## config.mk

```make
export PLATFORM = sky130hd
export DESIGN_NAME = serial_memory_transfer_bridge_unit
export DESIGN_NICKNAME = d
export VERILOG_FILES = /design/src/design/smtb_pkg.sv /design/src/design/serial_memory_transfer_bridge_unit.sv
export SDC_FILE = /design/constraint.sdc
export NUM_CORES = 1
export LEC_CHECK = 0
export ABC_AREA = 1
export BUFFER_PORTS_ARGS = -buffer_cell sky130_fd_sc_hd__buf_2
export CAP_MARGIN = 40
export CORE_MARGIN = 4
export CORE_UTILIZATION = 30
export CTS_CLUSTER_SIZE = 12
export DETAILED_ROUTE_END_ITERATION = 8
export PLACE_DENSITY = 0.49
export SLEW_MARGIN = 20
export SYNTH_ARGS = -nofsm -noshare
export SYNTH_HDL_FRONTEND = slang
export SYNTH_SLANG_ARGS = --single-unit
```

## constraint.sdc

```tcl
create_clock -name clk -period 7.1 [get_ports clk]
set_input_delay 1.42 -clock clk [delete_from_list [all_inputs] [get_ports clk]]
set_output_delay 1.42 -clock clk [all_outputs]
set_load 0.02 [all_outputs]
```

## src/design/smtb_pkg.sv

```systemverilog
package smtb_pkg;

  localparam int INDEX_BYTES = 3;
  localparam int IDX_W       = 24;
  localparam int MAX_RES     = 8;
  localparam int CNT_W       = $clog2(MAX_RES + 1);

  // Result kinds
  localparam logic [2:0] K_TX   = 3'd0;
  localparam logic [2:0] K_RAMW = 3'd1;
  localparam logic [2:0] K_RAMR = 3'd2;
  localparam logic [2:0] K_FLW  = 3'd3;
  localparam logic [2:0] K_FLR  = 3'd4;

  // Command bytes
  localparam logic [7:0] C_FLASH_WRITE = 8'h70;
  localparam logic [7:0] C_FLASH_READ  = 8'h0F;
  localparam logic [7:0] C_FLASH_ERASE = 8'h38;
  localparam logic [7:0] C_RAM_WRITE   = 8'hF3;
  localparam logic [7:0] C_RAM_READ    = 8'h93;

  localparam logic [7:0] CKS_SEED   = 8'h23;
  localparam logic [7:0] ERASE_BUSY = 8'hCC;
  localparam logic [7:0] ERASE_DONE = 8'h33;

  // Flash command words
  localparam logic [31:0] FL_STATUS  = 32'h0000_0070;
  localparam logic [31:0] FL_ARRAY   = 32'h0000_00FF;
  localparam logic [31:0] FL_SETUP   = 32'h0000_0020;
  localparam logic [31:0] FL_CONFIRM = 32'h0000_00D0;

  typedef struct packed {
    logic        mode;
    logic [7:0]  rx_byte;
    logic [31:0] read_data;
  } smtb_in_t;

  typedef struct packed {
    logic [2:0]       kind;
    logic [7:0]       tx_byte;
    logic [IDX_W-1:0] word_index;
    logic [31:0]      write_data;
    logic             last;
  } smtb_out_t;

  function automatic smtb_out_t mk(input logic [2:0] kind, input logic [7:0] tx,
                                   input logic [IDX_W-1:0] idx, input logic [31:0] data);
    smtb_out_t r;
    r.kind       = kind;
    r.tx_byte    = tx;
    r.word_index = idx;
    r.write_data = data;
    r.last       = 1'b0;
    return r;
  endfunction

endpackage

```

## src/design/serial_memory_transfer_bridge_unit.sv

```systemverilog
// Channel  Handshake           Payload                         Direction
// in_      in_valid/in_stall   in_data  (mode, rx_byte, read)  into bridge
// out_     out_valid/out_stall out_data (kind, tx, index, ...)  out of bridge
//
// Each accepted transaction is decoded in the cycle it arrives; its 0 to 5
// results land in a result buffer and leave one per cycle while out_stall is
// low, through the one-wide drain of that buffer.
// The next input transaction is taken in the cycle the last result leaves.
// rst_n is synchronous, active low: phase returns to command wait, the
// checksum reseeds to 0x23 and the result buffer empties.
// out_stall holds the buffer head; in_stall is high while results remain, save as the last one leaves.
module serial_memory_transfer_bridge_unit (
  input  logic               clk,
  input  logic               rst_n,
  input  logic               in_valid,
  output logic               in_stall,
  input  smtb_pkg::smtb_in_t in_data,
  output logic               out_valid,
  input  logic               out_stall,
  output smtb_pkg::smtb_out_t out_data
);
  import smtb_pkg::*;

  // Phase codes
  localparam logic [2:0] P_CMD        = 3'd0;
  localparam logic [2:0] P_INDEX      = 3'd1;
  localparam logic [2:0] P_RAMW_DATA  = 3'd2;
  localparam logic [2:0] P_RAMR_WAIT  = 3'd3;
  localparam logic [2:0] P_FLR_WAIT   = 3'd4;
  localparam logic [2:0] P_FLW_DATA   = 3'd5;
  localparam logic [2:0] P_FLW_POLL   = 3'd6;
  localparam logic [2:0] P_ERASE_POLL = 3'd7;

  localparam logic [2:0] IDX_BYTES_3 = 3'(INDEX_BYTES);
  localparam logic [2:0] IDX_TOTAL_3 = 3'(2 * INDEX_BYTES);

  logic [2:0]       phase_r, phase_nxt;
  logic [7:0]       command_r, command_nxt;
  logic [2:0]       byte_cnt_r, byte_cnt_nxt;
  logic [IDX_W-1:0] start_r, start_nxt;
  logic [IDX_W-1:0] end_r, end_nxt;
  logic [IDX_W-1:0] cur_r, cur_nxt;
  logic [31:0]      word_r, word_nxt;
  logic [7:0]       cks_r, cks_nxt;

  smtb_out_t        buf_r [MAX_RES];
  smtb_out_t        res   [MAX_RES];
  logic [CNT_W-1:0] cnt_r;
  logic [CNT_W-1:0] n_res;

  logic in_acc, out_acc;

  assign out_valid = (cnt_r != '0);
  assign out_data  = buf_r[0];
  assign out_acc   = out_valid && !out_stall;
  // Accept only once the buffer is empty or its last entry leaves now
  assign in_stall  = (cnt_r > CNT_W'(1)) || ((cnt_r == CNT_W'(1)) && out_stall);
  assign in_acc    = in_valid && !in_stall;

  // Decode one transaction into next state and its result list
  always_comb begin
    logic [7:0]       c1, c2, c3, c4;
    logic [IDX_W-1:0] cur1;
    logic [IDX_W-1:0] st, en;
    logic [31:0]      w;
    logic [2:0]       bc1;
    logic             any;

    phase_nxt    = phase_r;
    command_nxt  = command_r;
    byte_cnt_nxt = byte_cnt_r;
    start_nxt    = start_r;
    end_nxt      = end_r;
    cur_nxt      = cur_r;
    word_nxt     = word_r;
    cks_nxt      = cks_r;
    n_res        = '0;
    for (int i = 0; i < MAX_RES; i++) res[i] = '0;

    c1   = cks_r ^ in_data.rx_byte;
    c2   = '0;
    c3   = '0;
    c4   = '0;
    cur1 = cur_r + IDX_W'(1);
    bc1  = byte_cnt_r + 3'd1;
    st   = start_r;
    en   = end_r;
    w    = word_r | (32'(in_data.rx_byte) << {byte_cnt_r[1:0], 3'b000});
    any  = 1'b0;

    if (!in_data.mode) begin
      unique case (phase_r)
        P_CMD: begin
          command_nxt  = in_data.rx_byte;
          cks_nxt      = CKS_SEED;
          byte_cnt_nxt = '0;
          start_nxt    = '0;
          end_nxt      = '0;
          phase_nxt    = P_INDEX;
        end
        P_INDEX: begin
          if (byte_cnt_r < IDX_BYTES_3) begin
            st = start_r | (IDX_W'(in_data.rx_byte) << {byte_cnt_r, 3'b000});
          end else begin
            en = end_r |
                 (IDX_W'(in_data.rx_byte) << {byte_cnt_r - IDX_BYTES_3, 3'b000});
          end
          start_nxt    = st;
          end_nxt      = en;
          byte_cnt_nxt = bc1;
          cks_nxt      = c1;
          if (bc1 >= IDX_TOTAL_3) begin
            // Echo, reseed, then launch the command
            res[0]       = mk(K_TX, c1, '0, '0);
            cks_nxt      = CKS_SEED;
            cur_nxt      = st;
            byte_cnt_nxt = '0;
            word_nxt     = '0;
            any          = st < en;
            n_res        = CNT_W'(2);
            res[1]       = mk(K_TX, CKS_SEED, '0, '0);
            unique case (command_r) inside
              C_RAM_WRITE, C_FLASH_WRITE: begin
                if (any) begin
                  phase_nxt = (command_r == C_RAM_WRITE) ? P_RAMW_DATA : P_FLW_DATA;
                  n_res     = CNT_W'(1);
                end else begin
                  cks_nxt   = '0;
                  phase_nxt = P_CMD;
                end
              end
              C_RAM_READ: begin
                if (any) begin
                  res[1]    = mk(K_RAMR, '0, st, '0);
                  phase_nxt = P_RAMR_WAIT;
                end else begin
                  cks_nxt   = '0;
                  phase_nxt = P_CMD;
                end
              end
              C_FLASH_READ: begin
                res[1] = mk(K_FLW, '0, '0, FL_ARRAY);
                n_res  = CNT_W'(3);
                if (any) begin
                  res[2]    = mk(K_FLR, '0, st, '0);
                  phase_nxt = P_FLR_WAIT;
                end else begin
                  res[2]    = mk(K_TX, CKS_SEED, '0, '0);
                  cks_nxt   = '0;
                  phase_nxt = P_CMD;
                end
              end
              C_FLASH_ERASE: begin
                res[1]    = mk(K_FLW, '0, '0, FL_SETUP);
                res[2]    = mk(K_FLW, '0, st, FL_CONFIRM);
                res[3]    = mk(K_FLW, '0, '0, FL_STATUS);
                res[4]    = mk(K_FLR, '0, '0, '0);
                n_res     = CNT_W'(5);
                phase_nxt = P_ERASE_POLL;
              end
              default: begin
                cks_nxt   = '0;
                phase_nxt = P_CMD;
              end
            endcase
          end
        end
        P_RAMW_DATA: begin
          cks_nxt      = c1;
          word_nxt     = w;
          byte_cnt_nxt = bc1;
          if (bc1 >= 3'd4) begin
            res[0]       = mk(K_RAMW, '0, cur_r, w);
            n_res        = CNT_W'(1);
            cur_nxt      = cur1;
            byte_cnt_nxt = '0;
            word_nxt     = '0;
            if (cur1 >= end_r) begin
              res[1]    = mk(K_TX, c1, '0, '0);
              n_res     = CNT_W'(2);
              cks_nxt   = '0;
              phase_nxt = P_CMD;
            end
          end
        end
        P_FLW_DATA: begin
          cks_nxt      = c1;
          word_nxt     = w;
          byte_cnt_nxt = bc1;
          if (bc1 >= 3'd2) begin
            res[0]    = mk(K_FLW, '0, '0, FL_SETUP);
            res[1]    = mk(K_FLW, '0, cur_r, {16'h0000, w[15:0]});
            res[2]    = mk(K_FLW, '0, '0, FL_STATUS);
            res[3]    = mk(K_FLR, '0, '0, '0);
            n_res     = CNT_W'(4);
            phase_nxt = P_FLW_POLL;
          end
        end
        default: begin
          // drop: serial byte while bus data is awaited
        end
      endcase
    end else begin
      c1 = cks_r ^ in_data.read_data[7:0];
      c2 = c1 ^ in_data.read_data[15:8];
      c3 = c2 ^ in_data.read_data[23:16];
      c4 = c3 ^ in_data.read_data[31:24];
      unique case (phase_r)
        P_RAMR_WAIT: begin
          res[0]       = mk(K_TX, in_data.read_data[7:0], '0, '0);
          res[1]       = mk(K_TX, in_data.read_data[15:8], '0, '0);
          res[2]       = mk(K_TX, in_data.read_data[23:16], '0, '0);
          res[3]       = mk(K_TX, in_data.read_data[31:24], '0, '0);
          n_res        = CNT_W'(5);
          cur_nxt      = cur1;
          byte_cnt_nxt = '0;
          word_nxt     = '0;
          if (cur1 >= end_r) begin
            res[4]    = mk(K_TX, c4, '0, '0);
            cks_nxt   = '0;
            phase_nxt = P_CMD;
          end else begin
            res[4]  = mk(K_RAMR, '0, cur1, '0);
            cks_nxt = c4;
          end
        end
        P_FLR_WAIT: begin
          res[0]       = mk(K_TX, in_data.read_data[7:0], '0, '0);
          res[1]       = mk(K_TX, in_data.read_data[15:8], '0, '0);
          n_res        = CNT_W'(3);
          cur_nxt      = cur1;
          byte_cnt_nxt = '0;
          word_nxt     = '0;
          if (cur1 >= end_r) begin
            res[2]    = mk(K_TX, c2, '0, '0);
            cks_nxt   = '0;
            phase_nxt = P_CMD;
          end else begin
            res[2]  = mk(K_FLR, '0, cur1, '0);
            cks_nxt = c2;
          end
        end
        P_FLW_POLL: begin
          if (in_data.read_data[7]) begin
            cur_nxt      = cur1;
            byte_cnt_nxt = '0;
            word_nxt     = '0;
            if (cur1 >= end_r) begin
              res[0]    = mk(K_TX, cks_r, '0, '0);
              n_res     = CNT_W'(1);
              cks_nxt   = '0;
              phase_nxt = P_CMD;
            end else begin
              phase_nxt = P_FLW_DATA;
            end
          end else begin
            res[0] = mk(K_FLW, '0, '0, FL_STATUS);
            res[1] = mk(K_FLR, '0, '0, '0);
            n_res  = CNT_W'(2);
          end
        end
        P_ERASE_POLL: begin
          if (in_data.read_data[7]) begin
            res[0]    = mk(K_TX, ERASE_DONE, '0, '0);
            res[1]    = mk(K_TX, cks_r ^ ERASE_DONE, '0, '0);
            n_res     = CNT_W'(2);
            cks_nxt   = '0;
            phase_nxt = P_CMD;
          end else begin
            res[0]  = mk(K_TX, ERASE_BUSY, '0, '0);
            res[1]  = mk(K_FLW, '0, '0, FL_STATUS);
            res[2]  = mk(K_FLR, '0, '0, '0);
            n_res   = CNT_W'(3);
            cks_nxt = cks_r ^ ERASE_BUSY;
          end
        end
        default: begin
          // drop: bus data while a serial byte is awaited
        end
      endcase
    end

    // Mark the final result of this transaction
    for (int i = 0; i < MAX_RES; i++) begin
      res[i].last = (n_res == CNT_W'(i + 1));
    end
  end

  // Control and bridge state
  always_ff @(posedge clk) begin
    if (!rst_n) begin
      phase_r    <= P_CMD;
      command_r  <= '0;
      byte_cnt_r <= '0;
      start_r    <= '0;
      end_r      <= '0;
      cur_r      <= '0;
      word_r     <= '0;
      cks_r      <= CKS_SEED;
      cnt_r      <= '0;
    end else begin
      if (in_acc) begin
        phase_r    <= phase_nxt;
        command_r  <= command_nxt;
        byte_cnt_r <= byte_cnt_nxt;
        start_r    <= start_nxt;
        end_r      <= end_nxt;
        cur_r      <= cur_nxt;
        word_r     <= word_nxt;
        cks_r      <= cks_nxt;
        cnt_r      <= n_res;
      end else if (out_acc) begin
        cnt_r <= cnt_r - CNT_W'(1);
      end
    end
  end

  // Result buffer: load a fresh list, else advance the head on each take
  always_ff @(posedge clk) begin
    if (in_acc) begin
      for (int i = 0; i < MAX_RES; i++) buf_r[i] <= res[i];
    end else if (out_acc) begin
      for (int i = 0; i < MAX_RES - 1; i++) buf_r[i] <= buf_r[i + 1];
    end
  end

  a_cnt_bound: assert property (@(posedge clk) disable iff (!rst_n)
    cnt_r <= CNT_W'(MAX_RES))
    else $error("result count beyond buffer depth");

  a_last_at_tail: assert property (@(posedge clk) disable iff (!rst_n)
    out_valid && out_data.last |-> cnt_r == CNT_W'(1))
    else $error("last flag away from the tail of the result list");

  a_tail_has_last: assert property (@(posedge clk) disable iff (!rst_n)
    cnt_r == CNT_W'(1) |-> out_data.last)
    else $error("tail result lacks the last flag");

  a_tx_zero: assert property (@(posedge clk) disable iff (!rst_n)
    out_valid && out_data.kind != K_TX |-> out_data.tx_byte == 8'h00)
    else $error("bus request carries a transmit byte");

  a_reset: assert property (@(posedge clk)
    !rst_n |=> phase_r == P_CMD && cnt_r == '0 && cks_r == CKS_SEED)
    else $error("reset left bridge state dirty");

endmodule

```

# After elaboration in Yosys (flattened, before gate mapping)
# Memories as Yosys holds them, arrays and structs flattened.
# Index checks and enable logic that the tools add are counted.
[op_classes] n_addsub=4 n_lt_le_gt_ge=7 eq_ne=30 shifts=3 n_mux=101 bitwise_logic=18 reduce_logical=24
[ops] op="$pmux W136 S3" count=2
[ops] op="$mux W68" count=11
[ops] op="$pmux W68 S3" count=2
[ops] op="$mux W340" count=1
[ops] op="$mux W337" count=1
[ops] op="$pmux W136 S2" count=1
[ops] op="$mux W271" count=1
[ops] op="$mux W133" count=2
[ops] op="$mux W24" count=10
[ops] op="$mux W67" count=3
[ops] op="$pmux W24 S2" count=4
[ops] op="$pmux W68 S2" count=1
[ops] op="$mux W135" count=1
[ops] op="$mux W134" count=1
[ops] op="$mux W65" count=2
[ops] op="$mux W32" count=4
[ops] op="$pmux W32 S3" count=1
[ops] op="$mux W8" count=9
[ops] op="$pmux W32 S2" count=1
[ops] op="$pmux W8 S4" count=2
[ops] op="$mux W3" count=16
[ops] op="$or A24 B24 Y24" count=2
[ops] op="$pmux W3 S4" count=4
[ops] op="$shl A8 B6 Y24" count=2
[ops] op="54 further kinds" count=103
[word_totals] regBits=130 ram_bits=544 inputBits=45 output_inout_bits=70 word_cells=198 n_memories=1
[memory_table] memory="buf_r" words=8 width=68 read_ports=8 rd_ports_with_merged_regs=0 wr=8 line="serial_memory_transfer_bridge_unit.sv:46" rtl="smtb_out_t buf_r [MAX_RES];"

# Logic depth before layout (Yosys ltp)
# Gate-level depths: netlist (run 1).
[logic_depth] depth_word=14 ltp_mapped=29 depth_no_buf=29

# Worst setup path before layout (run 1)
# OpenSTA, ideal clock, no wires.
[synth_path] kind="input to register" startpoint="input out_stall" endpoint="memory buf_r[0][0] (netlist name) (enable)" setup_time_ns=0.603 arrival_time_ns=6.655 t_required_ns=6.497 setup_slack_ns=-0.158 path_stages=5 path_buffers=0 cell_sequence="nand2_1 inv_1 nor2_1 nand2_1 nand2_1"
[synth_rtl] item="start: declaration" line="serial_memory_transfer_bridge_unit.sv:19" rtl="input logic out_stall,"
[synth_rtl] item="end: declaration" line="serial_memory_transfer_bridge_unit.sv:46"

==> results of run 1 <==
-- power groups by stage --
stage / Combinational [mW] / Clock [mW] / Sequential (mW)
after global routing: 4.02 / 2.36 / 3.80
after floorplan: 2.67 / 0 / 3.76
final: 3.67 / 2.23 / 3.72
after CTS: 3.67 / 2.28 / 3.73
after detailed placement: 3.65 / 0 / 3.76
after global placement: 3.59 / 0 / 3.75
-- state kept, by name (all words and copies together) (netlist names) --
signal,cells
buf_r,231
start_r,24
command_r,8
phase_r,3
cnt_r,4
end_r,24
word_r,32
cur_r,24
byte_cnt_r,3
cks_r,8
-- final timing paths --
path / from / endpoint / slack (ps) / cells after the start
max: cur_r[0]$_SDFFE_PN0P_ / buf_r[0][0]$_DFFE_PP_ / 1830 / 25
min: word_r[28]$_SDFFE_PN0P_ / word_r[28]$_SDFFE_PN0P_ / 450 / 2
max reg2reg: cur_r[0]$_SDFFE_PN0P_ / buf_r[0][0]$_DFFE_PP_ / 1830 / 25
min reg2reg: word_r[28]$_SDFFE_PN0P_ / word_r[28]$_SDFFE_PN0P_ / 450 / 2
-- final cells by class --
cell class	count	area, um^2	share of cell area, %
multi-input combinational	1449	7990	36.2
sequential	361	9540	43.2
clock buffer	63	1240	5.64
clock inverter	16	151	0.686
timing repair buffer	148	956	4.33
tap	855	1070	4.85
inverter	295	1110	5.03
-- metal layers --
layer  GRT usage (%)  up-vias  routed length [um]
met5               0        -                   0
met2            30.9      594               31400
met4            6.30        0                2170
li1                -     7779                   -
met1            24.9     7992               29100
met3            2.92      126                4170
-- per-stage QoR --
stage | setup WS [ps] | hold WS, ps
6_report | 1830 | 454
5_1_grt | 1460 | 474
4_1_cts | 1930 | 451
3_5_place_dp | 1590 | 442
3_3_place_gp | 1560 | 434
2_1_floorplan | 2090 | 423
-- tightest hold or removal path: stages (launching register included) --
cell and delay [ps]:
dfxtp_1 300, inv_1 50, a211oi_1 60
-- cell usage after synthesis, types with 37 or more instances --
cell / count
buf_4: 73
a211oi_1: 39
dfxtp_1: 130
nand4_1: 37
a21oi_1: 156
nor2_1: 287
o21ai_0: 136
clkbuf_1: 83
inv_1: 263
ha_1: 54
nand3_1: 67
a31oi_1: 53
edfxtp_1: 231
nand2_1: 344
-- cells by family (layout without fill, tap and decap cells) --
kind of cell               Yosys count  after routing
DFF                                361            361
other                                1              1
AOI/OAI and AO/OA                  529            529
adders and majority gates           54             54
and+or+nand+nor                    809            809
xor gates and xnor gates            56             56
buffers and inverters              478            522
==> results.sh, run 1 <==
export IMPL_crit_slowest_cell="nand3_2"
export IMPL_wirelength_um=66900
export IMPL_yosysWarnings=0
export IMPL_vias=16500
export IMPL_period_share_pct=74.3
export IMPL_area_growth_pct=12.5
export IMPL_min_period_ps=5270
export IMPL_synth_top_family_by_area="simple AND/OR/NAND/NOR gates"
export IMPL_hold_path_class="flop to flop"
export IMPL_switchingPower_mw=3.97
export IMPL_stdcell_count=3187
export IMPL_synth_compound_area_share_pct=16.8
export IMPL_power_frac_comb_pct=38.2
export IMPL_synth_async_reset_ratio_pct=0
export IMPL_relSlewSlack_pct=43.5
export IMPL_slowest_delay_ps=470
export IMPL_utilization_pct=34.2
export IMPL_switching_share_pct=41.3
export IMPL_cts_made_buffers=43
export IMPL_antennaDiodeCount=0
export IMPL_synth_nets=2387
export IMPL_worst_path_buf_inv=4
export IMPL_postCtsSetupRepairBufs=0
export IMPL_synth_area_per_cell_um2=8.57
export IMPL_drt_iter0_markers=1598
export IMPL_setup_viol=0
export IMPL_slew_violations=0
export IMPL_cts_tree="yes"
export IMPL_final_cell_mix="nand2_1 (343), nor2_1 (285), inv_1 (263)"
export IMPL_run_status="finished, final reports clean"
export IMPL_portBuffers=114
export IMPL_yosysTopAreaCellShare_pct=35.4
export IMPL_start_kind="flop"
export IMPL_finalPower_mw=9.61
export IMPL_synth_fa_ha_area_share_pct=3.45
export IMPL_post_route_drc_count=0
export IMPL_cts_hold_buf=0
export IMPL_synth_largest_area_cell="edfxtp_1"
export IMPL_ios=115
export IMPL_endpoint_kind="flop"
export IMPL_clock_latency_ps=570
export IMPL_crit_fanout=19
export IMPL_clk_pin_slew_ps=60
export IMPL_yosysSeqAreaShare_pct=48.7
export IMPL_intPower_mw=5.64
export IMPL_nNetsFinal=2397
export IMPL_die_area_um2=69500
export IMPL_cts_root_buf="clkbuf_16"
export IMPL_required_ps=7410
export IMPL_htreeDepth=2
export IMPL_die_x_um=264
export IMPL_place_area_um2=20600
export IMPL_place_gp_congestion=0.902
export IMPL_synth_xor_area_share_pct=2.58
export IMPL_synth_area_leaders="edfxtp_1 (35%), dfxtp_1 (13%), nand2_1 (6.6%)"
export IMPL_core_rowCount=93
export IMPL_crit_family="simple AND/OR/NAND/NOR gates"
export IMPL_worst_ep_arrival_time_ps=5580
export IMPL_dp_hpwl_um=47200
export IMPL_placedCellCount=3104
export IMPL_drt_pass1_iterations=6
export IMPL_grt_pass1_vias=16200
export IMPL_cts_sinks=361
export IMPL_synth_simple_gate_area_share_pct=17.8
export IMPL_drv_cap=0
export IMPL_cts_resized=0
export IMPL_ys_flop_type="edfxtp_1"
export IMPL_wire_per_inst_um=21.0
export IMPL_clkPwrFrac_pct=23.2
export IMPL_tightest_slew_ps=847
export IMPL_overflow=0
export IMPL_stdcell_area_um2=22100
export IMPL_synth_mux_area_share_pct=0
export IMPL_core_region_area_um2=64600
export IMPL_rsz0062_at_grt="false"
export IMPL_layout_commonest_cell="nand2_1"
export IMPL_antenna_found_initial=0
export IMPL_cpMostUsedCell="nand2_1"
export IMPL_ys_ff_latch=361
export IMPL_powerDensity_nw_per_um2=436
export IMPL_finalSetupTns_ps=0
export IMPL_grt_max_degree=101
export IMPL_viasPerCell=5.17
export IMPL_p_leak_nw=8.75
export IMPL_p_seq_share_pct=38.7
export IMPL_synthDistinctLibCells=60
export IMPL_max_freq_ghz=0.190
export IMPL_die_h_um=264
export IMPL_finalHoldViolCount=0
export IMPL_fin_worst_skew_ps=22.3
export IMPL_synth_area_um2=19600
export IMPL_detail_route_antenna_nets=0
export IMPL_cts_buffer_depth=3
export IMPL_fillers=6719
export IMPL_ir_worst_vdd_mv=0.284
export IMPL_path_class="flop to flop"
export IMPL_grt_util_all_layers_pct=18.6
export IMPL_start_util_pct=30.4
export IMPL_synth_enable_flop_cells=231
export IMPL_drive_gt1_share_pct=12.3
export IMPL_syn_instance_count=2288
export IMPL_grt_pass1_wl_um=101000
Note: power is estimated with default switching activity, not from simulation.
==> run 2: changes to the inputs <==
==> constraint.sdc (replaced) <==
create_clock -name clk -period 4.8 [get_ports clk]
set_input_delay 0.96 -clock clk [delete_from_list [all_inputs] [get_ports clk]]
set_output_delay 0.96 -clock clk [all_outputs]
set_load 0.02 [all_outputs]
==> results.sh, run 2 (synthesis gave the netlist of run 1 again) <==
export IMPL_intPower_mw=8.43
export IMPL_power_frac_comb_pct=39.7
export IMPL_vias=16700
export IMPL_regMostFlops="buf_r"
export IMPL_viasPerCell=5.19
export IMPL_relSlewSlack_pct=43.3
export IMPL_period_share_pct=93.7
export IMPL_reg_top3="buf_r: 231 flops, word_r: 32 flops"
export IMPL_crit_slowest_cell="dfxtp_2"
export IMPL_die_area_um2=69500
export IMPL_required_ps=5320
export IMPL_r2r_slack_ps=300
export IMPL_r2r_end="cks_r[1]$_SDFFE_PN1P_"
export IMPL_cts_hold_buf=0
export IMPL_clkPwrFrac_pct=22.5
export IMPL_overflow=0
export IMPL_final_cell_mix="nand2_1 (341), nor2_1 (284), inv_1 (263)"
export IMPL_detail_route_antenna_nets=0
export IMPL_crit_cells=28
export IMPL_utilization_pct=34.6
export IMPL_antennaDiodeCount=0
export IMPL_switchingPower_mw=6.01
export IMPL_start_kind="flop"
export IMPL_worst_path_buf_inv=3
export IMPL_nNetsFinal=2433
export IMPL_slew_violations=0
export IMPL_placedCellCount=3142
export IMPL_crit_end="cks_r[1]$_SDFFE_PN1P_"
export IMPL_slowest_delay_ps=400
export IMPL_dp_hpwl_um=48300
export IMPL_post_route_drc_count=0
export IMPL_rsz0062_at_grt="false"
export IMPL_powerDensity_nw_per_um2=647
export IMPL_min_period_ps=4500
export IMPL_finalSetupTns_ps=0
export IMPL_switching_share_pct=41.6
export IMPL_core_region_area_um2=64600
export IMPL_largest_register_ffs=231
export IMPL_endpoint_kind="flop"
export IMPL_crit_family="simple AND/OR/NAND/NOR gates"
export IMPL_crit_start="cur_r[0]$_SDFFE_PN0P_"
export IMPL_antenna_found_initial=0
export IMPL_grt_util_all_layers_pct=18.9
export IMPL_tightest_slew_ps=849
export IMPL_drv_cap=0
export IMPL_p_seq_share_pct=37.8
export IMPL_drt_pass1_iterations=6
export IMPL_stdcell_count=3224
export IMPL_htreeDepth=2
export IMPL_cpMostUsedCell="nand2_1"
export IMPL_clock_latency_ps=580
export IMPL_r2r_cells=28
export IMPL_ir_worst_vdd_mv=0.282
export IMPL_finalHoldViolCount=0
export IMPL_stdcell_area_um2=22300
export IMPL_max_freq_ghz=0.222
export IMPL_setup_viol=0
export IMPL_fin_worst_skew_ps=14.8
export IMPL_cts_tree="yes"
export IMPL_wire_per_inst_um=21.2
export IMPL_path_class="flop to flop"
export IMPL_grt_pass1_vias=16300
export IMPL_drt_iter0_markers=1377
export IMPL_reg2reg_from="cur_r[0]$_SDFFE_PN0P_"
export IMPL_place_area_um2=20900
export IMPL_start_util_pct=30.4
export IMPL_place_gp_congestion=0.884
export IMPL_portBuffers=114
export IMPL_layout_commonest_cell="nand2_1"
export IMPL_p_leak_nw=8.90
export IMPL_die_h_um=264
export IMPL_core_rowCount=93
export IMPL_hold_path_startpoint="word_r[5]$_SDFFE_PN0P_"
export IMPL_clk_pin_slew_ps=60
export IMPL_cts_buffer_depth=3
export IMPL_area_growth_pct=13.8
export IMPL_worst_ep_arrival_time_ps=5020
export IMPL_hold_path_class="flop to flop"
export IMPL_cts_root_buf="clkbuf_16"
export IMPL_ios=115
export IMPL_die_x_um=264
export IMPL_run_status="finished, final reports clean"
export IMPL_cts_made_buffers=43
export IMPL_cts_sinks=361
export IMPL_wirelength_um=68400
export IMPL_grt_pass1_wl_um=102000
export IMPL_drive_gt1_share_pct=13.8
export IMPL_grt_max_degree=94
export IMPL_crit_fanout=16
run 2: layout make-up:
| class | instances | area [um^2] |
|---|---|---|
| clock buffers | 61 | 1210 |
| clock inverters | 19 | 155 |
| fillers | 6627 | 42300 |
| inverters | 295 | 1110 |
| multi-input cells | 1449 | 8020 |
| flip-flops and latches | 361 | 9540 |
| well taps | 855 | 1070 |
| repair buffers | 184 | 1210 |
run 2: power groups by stage:
stage          Clock [mW]  Sequential (mW)  Combinational (mW)
2_1_floorplan           0             5.52                4.12
3_3_place_gp            0             5.52                5.59
3_5_place_dp            0             5.54                5.64
4_1_cts              3.33             5.48                5.67
5_1_grt              3.44             5.59                6.27
6_report             3.25             5.46                5.73
run 2: worst reg2reg max path: cells and delay by family (launching register included):
family | cells | cell delay (ps)
AND/OR/NAND/NOR | 20 | 2550
buffers and inverters | 3 | 530
adder cells (fa/ha/maj) | 2 | 520
flip-flops | 1 | 400
AO/OA/AOI/OAI | 2 | 280
XOR/XNOR | 1 | 210
run 2: worst min path at each step:
stage / endpoint / slack, ps / cells past startpoint
CTS: word_r[5]$_SDFFE_PN0P_ / 450 / 2
floorplan: word_r[5]$_SDFFE_PN0P_ / 420 / 2
global placement: word_r[5]$_SDFFE_PN0P_ / 440 / 2
global route: start_r[23]$_SDFFE_PN0P_ / 470 / 2
finish: word_r[5]$_SDFFE_PN0P_ / 450 / 2
detailed placement: word_r[5]$_SDFFE_PN0P_ / 440 / 2
run 2: repair_timing:
action	CTS	global route
gates resized for setup	0	9
buffers inserted	0	1
setup endpoints to repair	0	22
run 2: stage by stage:
step           hold slack (ps)  setup slack [ps]  power (mW)
2_1_floorplan              423               253        9.64
3_3_place_gp               436               254        11.1
3_5_place_dp               443               160        11.2
4_1_cts                    452               147        14.5
5_1_grt                    473              4.11        15.3
6_report                   451               301        14.4
run 2: layer usage:
layer | up-vias | global-route usage, % | routed length, um
met5 | - | 0 | 0
met4 | 0 | 6.70 | 2430
met3 | 120 | 3.03 | 4260
met2 | 604 | 31.2 | 32200
met1 | 8142 | 25.2 | 29400
li1 | 7857 | - | -
==> run 3: changes to the inputs <==
--- a/config.mk
+++ b/config.mk
@@ -6,9 +6,9 @@
 export NUM_CORES = 1
 export LEC_CHECK = 0
 export ABC_AREA = 1
-export BUFFER_PORTS_ARGS = -buffer_cell sky130_fd_sc_hd__buf_2
+export BUFFER_PORTS_ARGS = -buffer_cell sky130_fd_sc_hd__buf_4
 export CAP_MARGIN = 40
-export CORE_MARGIN = 4
+export CORE_MARGIN = 2
 export CORE_UTILIZATION = 30
 export CTS_CLUSTER_SIZE = 12
 export DETAILED_ROUTE_END_ITERATION = 8
==> results.sh, run 3 (synthesis gave the netlist of run 1 again) <==
export IMPL_run_status="finished, final reports clean"
export IMPL_cts_tree="yes"
export IMPL_finalPower_mw=14.7
export IMPL_drive_gt1_share_pct=14.1
export IMPL_clk_pin_slew_ps=60
export IMPL_regMostFlops="buf_r"
export IMPL_cts_sinks=361
export IMPL_drt_iter0_markers=1477
export IMPL_switchingPower_mw=6.00
export IMPL_finalHoldViolCount=0
export IMPL_slew_violations=0
export IMPL_layout_commonest_cell="nand2_1"
export IMPL_period_share_pct=92.3
export IMPL_grt_max_degree=92
export IMPL_die_x_um=260
export IMPL_core_region_area_um2=64600
export IMPL_ios=115
export IMPL_placedCellCount=3144
export IMPL_path_class="flop to flop"
export IMPL_core_rowCount=93
export IMPL_start_kind="flop"
export IMPL_cts_root_buf="clkbuf_16"
export IMPL_htreeDepth=2
export IMPL_place_area_um2=21200
export IMPL_tightest_slew_ps=832
export IMPL_viasPerCell=5.20
export IMPL_drv_cap=0
export IMPL_start_util_pct=30.4
export IMPL_powerDensity_nw_per_um2=649
export IMPL_relSlewSlack_pct=44.0
export IMPL_clock_latency_ps=600
export IMPL_r2r_slack_ps=370
export IMPL_p_seq_share_pct=37.2
export IMPL_fin_worst_skew_ps=31.0
export IMPL_min_period_ps=4430
export IMPL_intPower_mw=8.70
export IMPL_clkPwrFrac_pct=22.8
export IMPL_grt_pass1_wl_um=103000
export IMPL_required_ps=5200
export IMPL_vias=16800
export IMPL_wirelength_um=68000
export IMPL_use_met1_pct=26.5
export IMPL_detail_route_antenna_nets=0
export IMPL_stdcell_area_um2=22600
export IMPL_portBuffers=114
export IMPL_cts_made_buffers=43
export IMPL_antennaDiodeCount=0
export IMPL_crit_fanout=22
export IMPL_die_h_um=260
export IMPL_largest_register_ffs=231
export IMPL_rsz0062_at_grt="false"
export IMPL_setup_viol=0
export IMPL_grt_util_all_layers_pct=20.0
export IMPL_dp_hpwl_um=47900
export IMPL_worst_ep_arrival_time_ps=4830
export IMPL_stdcell_count=3226
export IMPL_hold_path_class="flop to flop"
export IMPL_wire_per_inst_um=21.1
export IMPL_overflow=0
export IMPL_utilization_pct=35.1
export IMPL_grt_pass1_vias=16500
export IMPL_place_gp_congestion=0.883
export IMPL_grt_use_met3_pct=2.72
export IMPL_max_freq_ghz=0.226
export IMPL_endpoint_kind="flop"
export IMPL_antenna_found_initial=0
export IMPL_ir_worst_vdd_mv=0.329
export IMPL_cts_buffer_depth=3
export IMPL_area_growth_pct=15.5
export IMPL_p_leak_nw=9.01
export IMPL_finalSetupTns_ps=0
export IMPL_power_frac_comb_pct=39.9
export IMPL_use_met2_pct=33.2
export IMPL_switching_share_pct=40.8
export IMPL_top_usage_layer="met2"
export IMPL_cts_hold_buf=0
export IMPL_final_cell_mix="nand2_1 (343), nor2_1 (284), inv_1 (263)"
export IMPL_die_area_um2=67400
export IMPL_nNetsFinal=2435
export IMPL_drt_pass1_iterations=6
export IMPL_reg_top3="buf_r: 231 flops, word_r: 32 flops"
export IMPL_post_route_drc_count=0
## run 3: per-stage QoR
stage	setup slack (ps)	hold slack, ps
after floorplan	253	423
after global placement	379	439
after detailed placement	259	441
after CTS	248	451
after global routing	57.8	477
final	370	451
## run 3: layout make-up
| type | count | area [um^2] |
|---|---|---|
| fillers | 6692 | 41900 |
| clock inverters | 16 | 151 |
| inverters | 295 | 1110 |
| well taps | 855 | 1070 |
| repair buffers | 186 | 1490 |
| flip-flops and latches | 361 | 9540 |
| clock buffers | 64 | 1290 |
| multi-input cells | 1449 | 7990 |
## run 3: power by group through the flow
stage,combinational (mW),clock (mW),sequential (mW)
2_1_floorplan,4.12,0,5.52
3_3_place_gp,5.76,0,5.53
3_5_place_dp,5.81,0,5.55
4_1_cts,5.83,3.43,5.49
5_1_grt,6.41,3.54,5.61
6_report,5.87,3.35,5.47
## run 3: worst max-delay path, stage by stage, from the launching register on
cell and delay (ps):
dfxtp_2 390, ha_1 220, nand2_2 80, nor2_2 110, nand3_1 160, nor3_4 320
nand3_2 130, nor2_2 110, nand3_2 100, nor2_4 140, nand4_1 120, xor2_1 260
clkinv_2 120, ha_1 280, nand4_1 110, a21oi_1 50, nor2_1 90, a21boi_0 230
nand3_2 230, nor2_2 180, nand2_1 170, inv_2 130, buf_12 210, nand2_1 70
a31oi_1 210
## run 3: worst paths after layout
kind / from / to / cells after the start
max: cur_r[0]$_SDFFE_PN0P_ / buf_r[0][170]$_DFFE_PP_ / 24
min: word_r[5]$_SDFFE_PN0P_ / word_r[5]$_SDFFE_PN0P_ / 2
max reg2reg: cur_r[0]$_SDFFE_PN0P_ / buf_r[0][170]$_DFFE_PP_ / 24
min reg2reg: word_r[5]$_SDFFE_PN0P_ / word_r[5]$_SDFFE_PN0P_ / 2
## run 3: what timing repair did
action,CTS,global route
endpoints found under the setup margin,0,23
setup buffers,0,1
endpoints found under the hold margin,0,0
gates resized for setup,0,3
## run 3: metal layers
metal / share of wire [%] / up-vias
li1: - / 7869
met4: 3.5 / 0
met3: 6.4 / 122
met1: 43 / 8154
met2: 47 / 616
met5: 0 / -
